===== src/hw/rtl/sha1_pkg.sv =====
package sha1_pkg;

  localparam int BLOCK_BITS  = 512;
  localparam int BLOCK_BYTES = BLOCK_BITS / 8;
  localparam int FILL_W      = $clog2(BLOCK_BYTES);
  localparam int COUNT_W     = 61;
  localparam int LEN_W       = COUNT_W + 3;
  localparam int LEN_START   = BLOCK_BYTES - LEN_W / 8;
  localparam int WIN_DEPTH   = 16;
  localparam int ROUNDS      = 80;
  localparam int ROUND_W     = $clog2(ROUNDS);
  localparam int DIGEST_WORDS = 5;
  localparam int OUT_CNT_W   = $clog2(DIGEST_WORDS + 1);
  localparam int QUEUE_DEPTH = 2;
  localparam int QUEUE_PTR_W = $clog2(QUEUE_DEPTH);
  localparam int QUEUE_CNT_W = $clog2(QUEUE_DEPTH + 1);

  localparam logic [7:0] PAD_MARK = 8'h80;

  localparam logic [31:0] K0 = 32'h5A827999;
  localparam logic [31:0] K1 = 32'h6ED9EBA1;
  localparam logic [31:0] K2 = 32'h8F1BBCDC;
  localparam logic [31:0] K3 = 32'hCA62C1D6;

  localparam logic [31:0] H_INIT [DIGEST_WORDS] = '{
    32'h67452301, 32'hEFCDAB89, 32'h98BADCFE, 32'h10325476, 32'hC3D2E1F0
  };

  typedef struct packed {
    logic [7:0] data_byte;
    logic       byte_present;
    logic       last;
  } item_t;

  typedef struct packed {
    logic [31:0] digest_word;
    logic        last_word;
  } result_t;

  typedef struct packed {
    logic [BLOCK_BITS-1:0] data;
    logic                  is_final;
  } block_t;

  typedef struct packed {
    logic   push;
    block_t blk;
  } blk_push_t;

  function automatic logic [31:0] rotl(input logic [31:0] x, input int unsigned n);
    rotl = (x << n) | (x >> (32 - n));
  endfunction

endpackage


===== src/hw/rtl/sha1_hash_engine_core.sv =====
// Channel   Handshake        Payload               Transaction
// --------  ---------------  --------------------  ---------------------------------
// item      push / full      sha1_pkg::item_t      one message byte, or an end mark
// result    pop / empty      sha1_pkg::result_t    one digest word, H0 first
//
// Flow: the front takes one byte a cycle into a 64-byte shift line, but not
// while it pads or while a block's last byte waits on a full block queue; the
// back runs one SHA-1 round a cycle, and the round loop sets the sustained rate.
// At the end of a message the front inserts padding at one byte a cycle, held
// at a block's last byte while the block queue is full, and full stays high.
// Reset: rst is synchronous; it restores the initial chaining values and empties
// both queues. Stalls: an unread digest stalls the back only at a final block.
module sha1_hash_engine_core (
  input  logic               clk,
  input  logic               rst,
  input  logic               push,
  output logic               full,
  input  sha1_pkg::item_t    item,
  output logic               empty,
  input  logic               pop,
  output sha1_pkg::result_t  result
);

  sha1_pkg::blk_push_t q_wr;
  sha1_pkg::block_t    q_data;
  logic                q_full;
  logic                q_empty;
  logic                q_pop;

  // Front: pack bytes, append padding and the bit length, hand off full blocks.
  sha1_front u_front (
    .clk    (clk),
    .rst    (rst),
    .push   (push),
    .full   (full),
    .item   (item),
    .q_full (q_full),
    .q_wr   (q_wr)
  );

  // Two-block queue: hold finished blocks while the rounds are busy.
  sha1_queue u_queue (
    .clk     (clk),
    .rst     (rst),
    .wr      (q_wr),
    .q_full  (q_full),
    .rd      (q_pop),
    .q_empty (q_empty),
    .rd_data (q_data)
  );

  // Back: compress each block, fold into the chain, shift out the digest.
  sha1_core u_core (
    .clk     (clk),
    .rst     (rst),
    .q_empty (q_empty),
    .q_pop   (q_pop),
    .q_data  (q_data),
    .empty   (empty),
    .pop     (pop),
    .result  (result)
  );

endmodule


===== src/hw/rtl/sha1_front.sv =====
module sha1_front (
  input  logic               clk,
  input  logic               rst,
  input  logic               push,
  output logic               full,
  input  sha1_pkg::item_t    item,
  input  logic               q_full,
  output sha1_pkg::blk_push_t q_wr
);

  typedef enum logic [1:0] {
    F_ACCEPT = 2'b01,
    F_PAD    = 2'b10
  } fstate_t;

  fstate_t                               state, state_next;
  logic [sha1_pkg::FILL_W-1:0]           fill;
  logic [sha1_pkg::COUNT_W-1:0]          count;
  logic [sha1_pkg::BLOCK_BITS-1:0]       blk;
  logic                                  marked;
  logic                                  len_ready;
  logic [sha1_pkg::LEN_W-1:0]            len_bits;
  logic                                  blocked;
  logic                                  accept;
  logic                                  wr_en;
  logic [7:0]                            wr_byte;
  logic                                  len_phase;
  logic                                  at_end;
  logic [sha1_pkg::BLOCK_BITS-1:0]       blk_next;

  assign at_end    = (fill == sha1_pkg::FILL_W'(sha1_pkg::BLOCK_BYTES - 1));
  assign blocked   = at_end && q_full;
  assign full      = (state != F_ACCEPT) || blocked;
  assign accept    = push && !full;
  assign len_bits  = {count, 3'b000};
  assign len_phase = marked && len_ready &&
                     (fill >= sha1_pkg::FILL_W'(sha1_pkg::LEN_START));
  assign blk_next  = {blk[sha1_pkg::BLOCK_BITS-9:0], wr_byte};

  always_comb begin
    wr_en      = 1'b0;
    wr_byte    = item.data_byte;
    state_next = state;
    unique case (state)
      F_ACCEPT: begin
        wr_en = accept && item.byte_present;
        if (accept && item.last) begin
          state_next = F_PAD;
        end
      end
      F_PAD: begin
        wr_en = !blocked;
        if (!marked) begin
          wr_byte = sha1_pkg::PAD_MARK;
        end else if (len_phase) begin
          wr_byte = len_bits[{~fill[2:0], 3'b000} +: 8];
        end else begin
          wr_byte = 8'h00;
        end
        if (wr_en && len_phase && at_end) begin
          state_next = F_ACCEPT;
        end
      end
      default: state_next = F_ACCEPT;
    endcase
  end

  always_comb begin
    q_wr.push         = wr_en && at_end;
    q_wr.blk.data     = blk_next;
    q_wr.blk.is_final = (state == F_PAD) && len_phase;
  end

  always_ff @(posedge clk) begin
    if (rst) begin
      state     <= F_ACCEPT;
      fill      <= '0;
      count     <= '0;
      marked    <= 1'b0;
      len_ready <= 1'b0;
    end else begin
      state <= state_next;
      if (wr_en) begin
        fill <= fill + 1'b1;
      end
      if (state == F_ACCEPT) begin
        marked    <= 1'b0;
        len_ready <= 1'b0;
        if (wr_en) begin
          count <= count + 1'b1;
        end
      end else if (wr_en) begin
        if (len_phase && at_end) begin
          count <= '0;
        end
        if (!marked) begin
          marked    <= 1'b1;
          len_ready <= (fill < sha1_pkg::FILL_W'(sha1_pkg::LEN_START)) || at_end;
        end else if (at_end) begin
          len_ready <= 1'b1;
        end
      end
    end
  end

  always_ff @(posedge clk) begin
    if (wr_en) begin
      blk <= blk_next;
    end
  end

endmodule


===== src/hw/rtl/sha1_queue.sv =====
module sha1_queue (
  input  logic                clk,
  input  logic                rst,
  input  sha1_pkg::blk_push_t wr,
  output logic                q_full,
  input  logic                rd,
  output logic                q_empty,
  output sha1_pkg::block_t    rd_data
);

  sha1_pkg::block_t                    entries [sha1_pkg::QUEUE_DEPTH];
  logic [sha1_pkg::QUEUE_PTR_W-1:0]    wr_ptr, rd_ptr;
  logic [sha1_pkg::QUEUE_CNT_W-1:0]    cnt;
  logic                                do_wr, do_rd;

  assign q_full  = (cnt == sha1_pkg::QUEUE_CNT_W'(sha1_pkg::QUEUE_DEPTH));
  assign q_empty = (cnt == '0);
  assign do_wr   = wr.push && !q_full;
  assign do_rd   = rd && !q_empty;
  assign rd_data = entries[rd_ptr];

  always_ff @(posedge clk) begin
    if (rst) begin
      wr_ptr <= '0;
      rd_ptr <= '0;
      cnt    <= '0;
    end else begin
      if (do_wr) begin
        wr_ptr <= wr_ptr + 1'b1;
      end
      if (do_rd) begin
        rd_ptr <= rd_ptr + 1'b1;
      end
      if (do_wr && !do_rd) begin
        cnt <= cnt + 1'b1;
      end else if (do_rd && !do_wr) begin
        cnt <= cnt - 1'b1;
      end
    end
  end

  always_ff @(posedge clk) begin
    if (do_wr) begin
      entries[wr_ptr] <= wr.blk;
    end
  end

  a_no_overflow: assert property (@(posedge clk) disable iff (rst)
    wr.push |-> !q_full)
    else $error("block pushed into a full queue");

  a_no_underflow: assert property (@(posedge clk) disable iff (rst)
    rd |-> !q_empty)
    else $error("block popped from an empty queue");

  a_cnt_range: assert property (@(posedge clk) disable iff (rst)
    cnt <= sha1_pkg::QUEUE_CNT_W'(sha1_pkg::QUEUE_DEPTH))
    else $error("queue count out of range");

endmodule


===== src/hw/rtl/sha1_core.sv =====
module sha1_core (
  input  logic               clk,
  input  logic               rst,
  input  logic               q_empty,
  output logic               q_pop,
  input  sha1_pkg::block_t   q_data,
  output logic               empty,
  input  logic               pop,
  output sha1_pkg::result_t  result
);

  typedef enum logic [2:0] {
    C_IDLE   = 3'b001,
    C_ROUND  = 3'b010,
    C_FINISH = 3'b100
  } cstate_t;

  cstate_t                               state;
  logic [sha1_pkg::ROUND_W-1:0]          rnd;
  logic [31:0]                           a, b, c, d, e;
  logic [31:0]                           win [sha1_pkg::WIN_DEPTH];
  logic [31:0]                           h   [sha1_pkg::DIGEST_WORDS];
  logic [31:0]                           sum [sha1_pkg::DIGEST_WORDS];
  logic                                  is_final;
  logic [32*sha1_pkg::DIGEST_WORDS-1:0]  out_buf;
  logic [sha1_pkg::OUT_CNT_W-1:0]        out_cnt;
  logic [31:0]                           wt, f, k, t;
  logic                                  last_round;

  assign q_pop      = (state == C_IDLE) && !q_empty;
  assign last_round = (rnd == sha1_pkg::ROUND_W'(sha1_pkg::ROUNDS - 1));

  always_comb begin
    if (rnd < sha1_pkg::ROUND_W'(sha1_pkg::WIN_DEPTH)) begin
      wt = win[0];
    end else begin
      wt = sha1_pkg::rotl(win[13] ^ win[8] ^ win[2] ^ win[0], 1);
    end
    if (rnd < 7'd20) begin
      f = (b & c) | (~b & d);
      k = sha1_pkg::K0;
    end else if (rnd < 7'd40) begin
      f = b ^ c ^ d;
      k = sha1_pkg::K1;
    end else if (rnd < 7'd60) begin
      f = (b & c) | (b & d) | (c & d);
      k = sha1_pkg::K2;
    end else begin
      f = b ^ c ^ d;
      k = sha1_pkg::K3;
    end
    t = sha1_pkg::rotl(a, 5) + f + e + k + wt;
  end

  always_comb begin
    sum[0] = h[0] + a;
    sum[1] = h[1] + b;
    sum[2] = h[2] + c;
    sum[3] = h[3] + d;
    sum[4] = h[4] + e;
  end

  always_ff @(posedge clk) begin
    if (rst) begin
      state   <= C_IDLE;
      rnd     <= '0;
      out_cnt <= '0;
      for (int i = 0; i < sha1_pkg::DIGEST_WORDS; i++) begin
        h[i] <= sha1_pkg::H_INIT[i];
      end
    end else begin
      if (pop && !empty) begin
        out_cnt <= out_cnt - 1'b1;
      end
      unique case (state)
        C_IDLE: begin
          if (!q_empty) begin
            rnd   <= '0;
            state <= C_ROUND;
          end
        end
        C_ROUND: begin
          if (last_round) begin
            rnd   <= '0;
            state <= C_FINISH;
          end else begin
            rnd <= rnd + 1'b1;
          end
        end
        C_FINISH: begin
          if (!is_final) begin
            for (int i = 0; i < sha1_pkg::DIGEST_WORDS; i++) begin
              h[i] <= sum[i];
            end
            state <= C_IDLE;
          end else if (empty) begin
            for (int i = 0; i < sha1_pkg::DIGEST_WORDS; i++) begin
              h[i] <= sha1_pkg::H_INIT[i];
            end
            out_cnt <= sha1_pkg::OUT_CNT_W'(sha1_pkg::DIGEST_WORDS);
            state   <= C_IDLE;
          end
        end
        default: state <= C_IDLE;
      endcase
    end
  end

  // datapath: window, working variables, digest shift-out
  always_ff @(posedge clk) begin
    if (state == C_IDLE && !q_empty) begin
      for (int i = 0; i < sha1_pkg::WIN_DEPTH; i++) begin
        win[i] <= q_data.data[sha1_pkg::BLOCK_BITS-1-32*i -: 32];
      end
      a        <= h[0];
      b        <= h[1];
      c        <= h[2];
      d        <= h[3];
      e        <= h[4];
      is_final <= q_data.is_final;
    end else if (state == C_ROUND) begin
      for (int i = 0; i < sha1_pkg::WIN_DEPTH - 1; i++) begin
        win[i] <= win[i+1];
      end
      win[sha1_pkg::WIN_DEPTH-1] <= wt;
      a <= t;
      b <= a;
      c <= sha1_pkg::rotl(b, 30);
      d <= c;
      e <= d;
    end
    if (state == C_FINISH && is_final && empty) begin
      out_buf <= {sum[0], sum[1], sum[2], sum[3], sum[4]};
    end else if (pop && !empty) begin
      out_buf <= {out_buf[32*(sha1_pkg::DIGEST_WORDS-1)-1:0], 32'h0};
    end
  end

  assign empty              = (out_cnt == '0);
  assign result.digest_word = out_buf[32*sha1_pkg::DIGEST_WORDS-1 -: 32];
  assign result.last_word   = (out_cnt == sha1_pkg::OUT_CNT_W'(1));

  a_round_range: assert property (@(posedge clk) disable iff (rst)
    rnd < sha1_pkg::ROUND_W'(sha1_pkg::ROUNDS))
    else $error("round counter out of range");

  a_round_to_finish: assert property (@(posedge clk) disable iff (rst)
    (state == C_ROUND && last_round) |=> state == C_FINISH)
    else $error("compression did not finish after the last round");

  a_out_cnt_range: assert property (@(posedge clk) disable iff (rst)
    out_cnt <= sha1_pkg::OUT_CNT_W'(sha1_pkg::DIGEST_WORDS))
    else $error("digest word count out of range");

  a_no_digest_overwrite: assert property (@(posedge clk) disable iff (rst)
    (state == C_FINISH && is_final && !empty) |=> state == C_FINISH)
    else $error("digest loaded while previous digest still pending");

endmodule

===== config.mk =====
export PLATFORM = sky130hd
export DESIGN_NAME = sha1_hash_engine_core
export DESIGN_NICKNAME = d
export VERILOG_FILES = /design/src/hw/rtl/sha1_pkg.sv /design/src/hw/rtl/sha1_hash_engine_core.sv /design/src/hw/rtl/sha1_front.sv /design/src/hw/rtl/sha1_queue.sv /design/src/hw/rtl/sha1_core.sv
export SDC_FILE = /design/constraint.sdc
export NUM_CORES = 2
export LEC_CHECK = 0
export ABC_CLOCK_PERIOD_IN_PS = 18400
export BUFFER_PORTS_ARGS = -buffer_cell sky130_fd_sc_hd__buf_2
export CELL_PAD_IN_SITES_DETAIL_PLACEMENT = 2
export CELL_PAD_IN_SITES_GLOBAL_PLACEMENT = 2
export CORE_MARGIN = 4
export CORE_UTILIZATION = 42
export DETAILED_ROUTE_END_ITERATION = 12
export PLACE_DENSITY_LB_ADDON = 0.1
export SKIP_LAST_GASP = 1
export SLEW_MARGIN = 5
export SYNTH_ARGS = -nofsm -noshare
export SYNTH_HDL_FRONTEND = slang
export SYNTH_HIERARCHICAL = 1
export SYNTH_SLANG_ARGS = --single-unit

===== constraint.sdc =====
create_clock -name clk -period 18.4 [get_ports clk]
set_input_delay 0.92 -clock clk [delete_from_list [all_inputs] [get_ports clk]]
set_output_delay 0.92 -clock clk [all_outputs]
set_load 0.01 [all_outputs]

; ---- After elaboration in Yosys (flattened, before gate mapping)
; Memories as Yosys holds them, arrays and structs flattened. A register that Yosys moved wholly into a read port is not among the register bits.
; Index checks and enable logic that the tools add are counted.
[totals]
register_bits = 913
latchBits = 0
ram_bits = 1698
romBits = 0
input_bits = 14
out_inout_bits = 35
word_cells = 238
memories = 3
[memory_table]
columns = name, words, width, rd, rd_clocked_by_memory_dff, wr, line_no
row1 = u_queue.entries, 2, 513, 1, 1, 1, sha1_queue.sv:11  ; sha1_pkg::block_t entries [sha1_pkg::QUEUE_DEPTH];
row2 = u_core.win, 16, 32, 16, 0, 16, sha1_core.sv:21  ; logic [31:0] win [sha1_pkg::WIN_DEPTH];
row3 = u_core.h, 5, 32, 5, 0, 5, sha1_core.sv:22  ; logic [31:0] h [sha1_pkg::DIGEST_WORDS];
[op_classes]
add_sub_neg = 17
mul = 0
div = 0
magnitude_cmp = 6
eq_ne = 16
shifts = 1
muxes = 92
bitwise_logic = 43
n_reduce_logical = 41
[op_table]
columns = operator, count
row1 = two-way mux 32 bit, 42
row2 = two-way mux 160 bit, 2
row3 = adder 32 bit, 9
row4 = two-way mux 61 bit, 4
row5 = bitwise XOR 32 bit, 5
row6 = bitwise AND 32 bit, 4
row7 = OR 32 bit, 3
row8 = indexed part select 64 x 7 -> 8 bit, 1
row9 = "adder 61 x 1 -> 61 bit, second input constant", 1
row10 = inverter 32 bit, 1
row11 = OR 32 x 1 -> 32 bit, 1
row12 = OR 32 x 30 -> 32 bit, 1
row13 = OR 32 x 5 -> 32 bit, 1
row14 = two-way mux 31 bit, 1
row15 = OR 1 bit, 26
row16 = two-way mux 3 bit, 8
row17 = two-way mux 8 bit, 3
row18 = two-way mux 1 bit, 22
row19 = logical AND 1 bit, 19
row20 = "< comparator 7 x 5 -> 1 bit, second input constant", 2
row21 = "< comparator 7 x 6 -> 1 bit, second input constant", 2
row22 = two-way mux 7 bit, 2
row23 = one-hot mux 7 bit (2 select lines), 1
row24 = nonzero test 2 bit, 5
row25 = 30 further kinds, 50

; ---- Longest topological paths before layout
[logic_depth]
word_depth = 13
mapped_depth = 26
ltp_nobuf = 23

; ---- Cells and area by module
; The synthesis kept the hierarchy.
[by_module_without_submodules]
columns = mod, n_inst, cells_per_inst, area_each_um2, seq_area_each_um2
row1 = sha1_core, 1, 5570, 55132.9, 30078.8
row2 = sha1_queue, 1, 1621, 39261.4, 30909.6
row3 = sha1_front, 1, 1088, 19742.7, 16555.9

; ---- Worst setup path after synthesis
; No wires, ideal clock.
[synth_path]
kind = input to register
from = in item[1] (netlist name)
to = reg u_front.len_ready
setup_time_ps = 121
t_arrival_ps = 17083
required_time_ps = 18279
setup_slack_ps = 1195
stages = 6
path_buffers = 2
path_cell_list = a31o_2 > o211a_1 > clkbuf_1 > buf_1 > o21ai_0 > a211oi_1
[synth_via]
elab_chain_len = 3
[synth_lines]
columns = element, line_no
row1 = "start, declared", sha1_hash_engine_core.sv:18  ; input sha1_pkg::item_t item,
row2 = logical AND 1 bit, sha1_front.sv:46  ; wr_en = accept && item.byte_present;
row3 = one-hot mux 1 bit (2 select lines), sha1_front.sv:44  ; unique case (state)
row4 = via u_front.wr_en, sha1_front.sv:25  ; logic wr_en;
row5 = AND reduction 2 bit (no source line), -
row6 = "end signal, assigned", sha1_front.sv:98  ; len_ready <= (fill < sha1_pkg::FILL_W'(sha1_pkg::LEN_START)) || at_end;
row7 = "end, declared", sha1_front.sv:21  ; logic len_ready;
; The timed path passes the listed nets, and every way through them passes these cells.
; A chain may end at the register's enable or synchronous reset.

; ---- Worst setup path after layout
[layout_path]
from = reg u_core/rnd[5] (netlist name)
to = reg u_core.a[29], data pin
[layout_via]
elab_chain_len = 10
[layout_lines]
columns = element, line_no
row1 = "start, declared", sha1_core.sv:19  ; logic [sha1_pkg::ROUND_W-1:0] rnd;
row2 = "start signal, assigned", sha1_core.sv:87  ; rnd <= rnd + 1'b1;
row3 = < comparator 7 x 6 -> 1 bit, sha1_core.sv:45  ; end else if (rnd < 7'd60) begin
row4 = two-way mux 32 bit, sha1_core.sv:45
row5 = two-way mux 32 bit, sha1_core.sv:42  ; end else if (rnd < 7'd40) begin
row6 = two-way mux 32 bit, sha1_core.sv:39  ; if (rnd < 7'd20) begin
row7 = adder 32 bit (3 in series), sha1_core.sv:52  ; t = sha1_pkg::rotl(a, 5) + f + e + k + wt;
row8 = adder 32 bit (*), sha1_core.sv:52
row9 = two-way mux 32 bit (*), sha1_core.sv:121  ; end else if (state == C_ROUND) begin
row10 = two-way mux 32 bit (*), sha1_core.sv:111  ; if (state == C_IDLE && !q_empty) begin
row11 = "end signal, assigned", sha1_core.sv:115  ; a <= h[0];
row12 = "end signal, assigned", sha1_core.sv:126  ; a <= t;
row13 = "end, declared", sha1_core.sv:20  ; logic [31:0] a, b, c, d, e;
; Every way passes the cells marked *; elsewhere a longest branch is shown, timed or not. The select of a mux whose other input is x is not followed.

==> results.ini <==
[status]
status=complete, no violations

[layout]
layout_commonest_cell=edfxtp_1
layout_common_cells=2,523 x edfxtp_1, 2,236 x nand2_1, 470 x mux2_4
syn2layout_area_growth_pct=11.5
design_area_um2=127000
layout-drive-gt1-share_pct=13.4
fillCellCount=25800
fin_nets=8705
final_cells=12200

[clock_tree]
clkSlewWorstSetupHoldPaths_ns=0.06
tritoncts=built
clock_latency_ns=0.91
clock-sinks=2612
ctsResizeCount=0
cts_inserted_buffers=290
htree_levels=5
cts_buffer_depth=4
cts-root-buf=clkbuf_16
postCtsSetupBuffers=0
cts_hold_buf=0

[global_routing]
antenna_found_initial=17
grt_pass1_wl_um=516000
grt_pass1_vias=74800
overflow=0
grt_max_degree=181
grt.total_usage_pct=24.5

[yosys]
synth-simple-area-share_pct=10.6
synth_top_family_by_area=simple AND/OR/NAND/NOR gates
synth-compound-area-share_pct=5.10
synthXorXnorAreaFrac_pct=2.06
ys_seq_area_share_pct=67.9
async_flop_share_pct=0
synth_area_um2=114000
synth-adder-area-share_pct=4.42
synthMuxAreaShare_pct=7.34
synth_seq_cells=2612
syn_area_per_cell_um2=13.8
syn_inst=8279
netlist.area_leader.share_pct=66.4
synth_edf_count=2523
yosys_most_used_dff=edfxtp_1
synth.area.top_cells=edfxtp_1 66%, nand2_1 7.4%, mux2_4 6.2%, ha_1 2.2%, fa_1 2.2%
synth_cell_type_count=94
yosys_warnings=6
yosysTopAreaCell=edfxtp_1
synth.net_count=8621

[routing]
first_pass_iters=6
vias=67000
wl_per_cell_um=28.5
vias_per_cell=5.50
drt_iter0_drc=5050
final_antenna_net_count=0
drc=0
wl_um=346000

[place]
port_buffers=48
dpl_worst_slack_ns=10.02
dpl_cell_area_um2=118000
dp.cells=11600
dp_hpwl_um=221000
gp_congestion=0.853

[floorplan]
die_area_um2=280000
die_h_um=529
core-area_um2=271000
die_w_um=529
start_util_pct=42.2
ioPinCount=49
rows=191

[worst_setup_path]
cp.required_ns=18.98
cp_slowest_cell=o21ai_0
path_cells=o21ai_0 -> or3_1 -> buf_4 -> nand2_1 -> buf_4 -> clkinv_1 -> a221o_1 -> fa_1 -> inv_1 -> fa_1 -> fa_1 -> inv_1 -> ha_1 -> inv_1 -> fa_1 -> nor2b_1 -> o21ai_0 -> a21boi_0 -> o31ai_1 -> o21ai_0 -> a21oi_1 -> o31ai_1 -> xnor2_1 -> a21oi_1
criticalPathCategory=reg -> reg
worst_path_most_repeated_cell=fa_1
regToRegSetupSlack_ns=9.99
end_kind=flip-flop
cpPeakStageDelay_ns=0.84
start_kind=flip-flop
crit_fanout=18
cp.arrival_ns=9.00

[sta]
slew_headroom_pct=13.7
setup_tns_ns=0
hold_viol=0
drv_slew=0
rsz0062_at_grt=false
worst_slew_pin_slew_ns=1.28
clock_skew_ns=0.0760
max_freq_mhz=119
fin_ws_ns=9.99
timing.final.crit_share_pct=45.7
fin_crit_ns=8.41
finalSetupViolations=0

[power]
finalPower_w=0.0132
p_leak_nw=44.8
ir_drop_uv=94.7
power_density_nw_per_um2=103

[min_path]
hold_class=in -> reg

[flow_run]
cap_violations=0

final cells by class:
| type | count | area (um2) | share of cell area (%) |
|---|---|---|---|
| inverters | 259 | 995 | 0.782 |
| flip-flops and latches | 2612 | 77500 | 60.9 |
| clock inverters | 171 | 1660 | 1.30 |
| diodes | 2 | 5.00 | 0.00393 |
| well taps | 3570 | 4470 | 3.51 |
| clock buffers | 358 | 7730 | 6.08 |
| multi-input cells | 5056 | 33800 | 26.5 |
| repair buffers | 144 | 1100 | 0.863 |
synth_stat cells, drive strengths merged, types with 23 or more instances:
| cell type | count |
|---|---|
| a211oi | 27 |
| a21o | 86 |
| a21oi | 209 |
| a31oi | 45 |
| and2 | 25 |
| and3 | 24 |
| buf | 104 |
| clkbuf | 248 |
| dfxtp | 89 |
| edfxtp | 2523 |
| fa | 125 |
| ha | 203 |
| inv | 256 |
| mux2 | 521 |
| mux2i | 45 |
| nand2 | 2237 |
| nand2b | 34 |
| nand3 | 72 |
| nand4 | 52 |
| nor2 | 295 |
| nor2b | 27 |
| nor3 | 49 |
| o21a | 28 |
| o21ai | 337 |
| o31ai | 29 |
| or3 | 33 |
| or4 | 23 |
| xnor2 | 179 |
| xor2 | 90 |
path summary, 6_finish.rpt:
check	from	end	cells past startpoint
setup / recovery	u_core/rnd[5]$_SDFFE_PP0P_	u_core/a[29]$_DFFE_PP_	24
hold / removal	push	u_front/state[1]$_SDFFE_PP0P_	3
setup reg to reg	u_core/rnd[5]$_SDFFE_PP0P_	u_core/a[29]$_DFFE_PP_	24
hold reg to reg	u_front/blk[221]$_DFFE_PP_	u_queue/entries[1][230]$_DFFE_PP_	0
report_power, final:
part / internal [W] / total (W) / leakage [nW] / switching [W]
registers: 0.00675 / 0.00685 / 22.3 / 0.0000996
clock network: 0.00338 / 0.00587 / 4.60 / 0.00249
logic: 0.0000951 / 0.000445 / 17.9 / 0.000350
per-stage QoR:
stage	hold slack, ns	util [%]
after floorplan	0.421	-
after global placement	0.422	43.6
after detailed placement	0.436	43.6
after CTS	0.313	47.0
after global routing	0.381	47.0
final	0.404	47.0
critical path: cells and delay by family, from the launching register on:
family | cells | cell delay, ns
and+or+nand+nor | 3 | 0.74
DFF | 1 | 0.56
buffers and inverters | 6 | 1.54
AOI/OAI and AO/OA | 9 | 3.02
adders and majority gates | 5 | 2.05
xor gates and xnor gates | 1 | 0.17
cell families (layout without fill, tap and decap cells):
logic type	count (synthesis)	count (layout)
compound gates	938	938
xor+xnor	269	269
buf+inv	611	932
simple gates	2942	2942
mux	579	579
other cells	0	2
flops	2612	2612
fa+ha+maj	328	328
metal layers:
metal / vias up / share of wire (%) / global-route usage (%)
met5: - / 0.0064 / 0
met4: 4 / 3.3 / 7.69
met3: 476 / 3.1 / 2.27
met2: 1209 / 51 / 42.9
met1: 35400 / 43 / 32.2
li1: 29900 / - / -
sequential cells by signal, indices dropped and copies added, names as in the netlist, 3 cells and up, named ones only:
signal           cells
u_core/b            32
u_core/d            32
u_queue/entries   1026
u_core/out_cnt       3
u_core/win         512
u_front/blk        504
u_core/out_buf     160
u_core/e            32
u_core/c            32
u_front/count       61
u_core/a            32
u_core/rnd           7
u_front/fill         6
u_core/state         3
u_core/h           160
No activity file was read; power rests on OpenSTA's default activity.
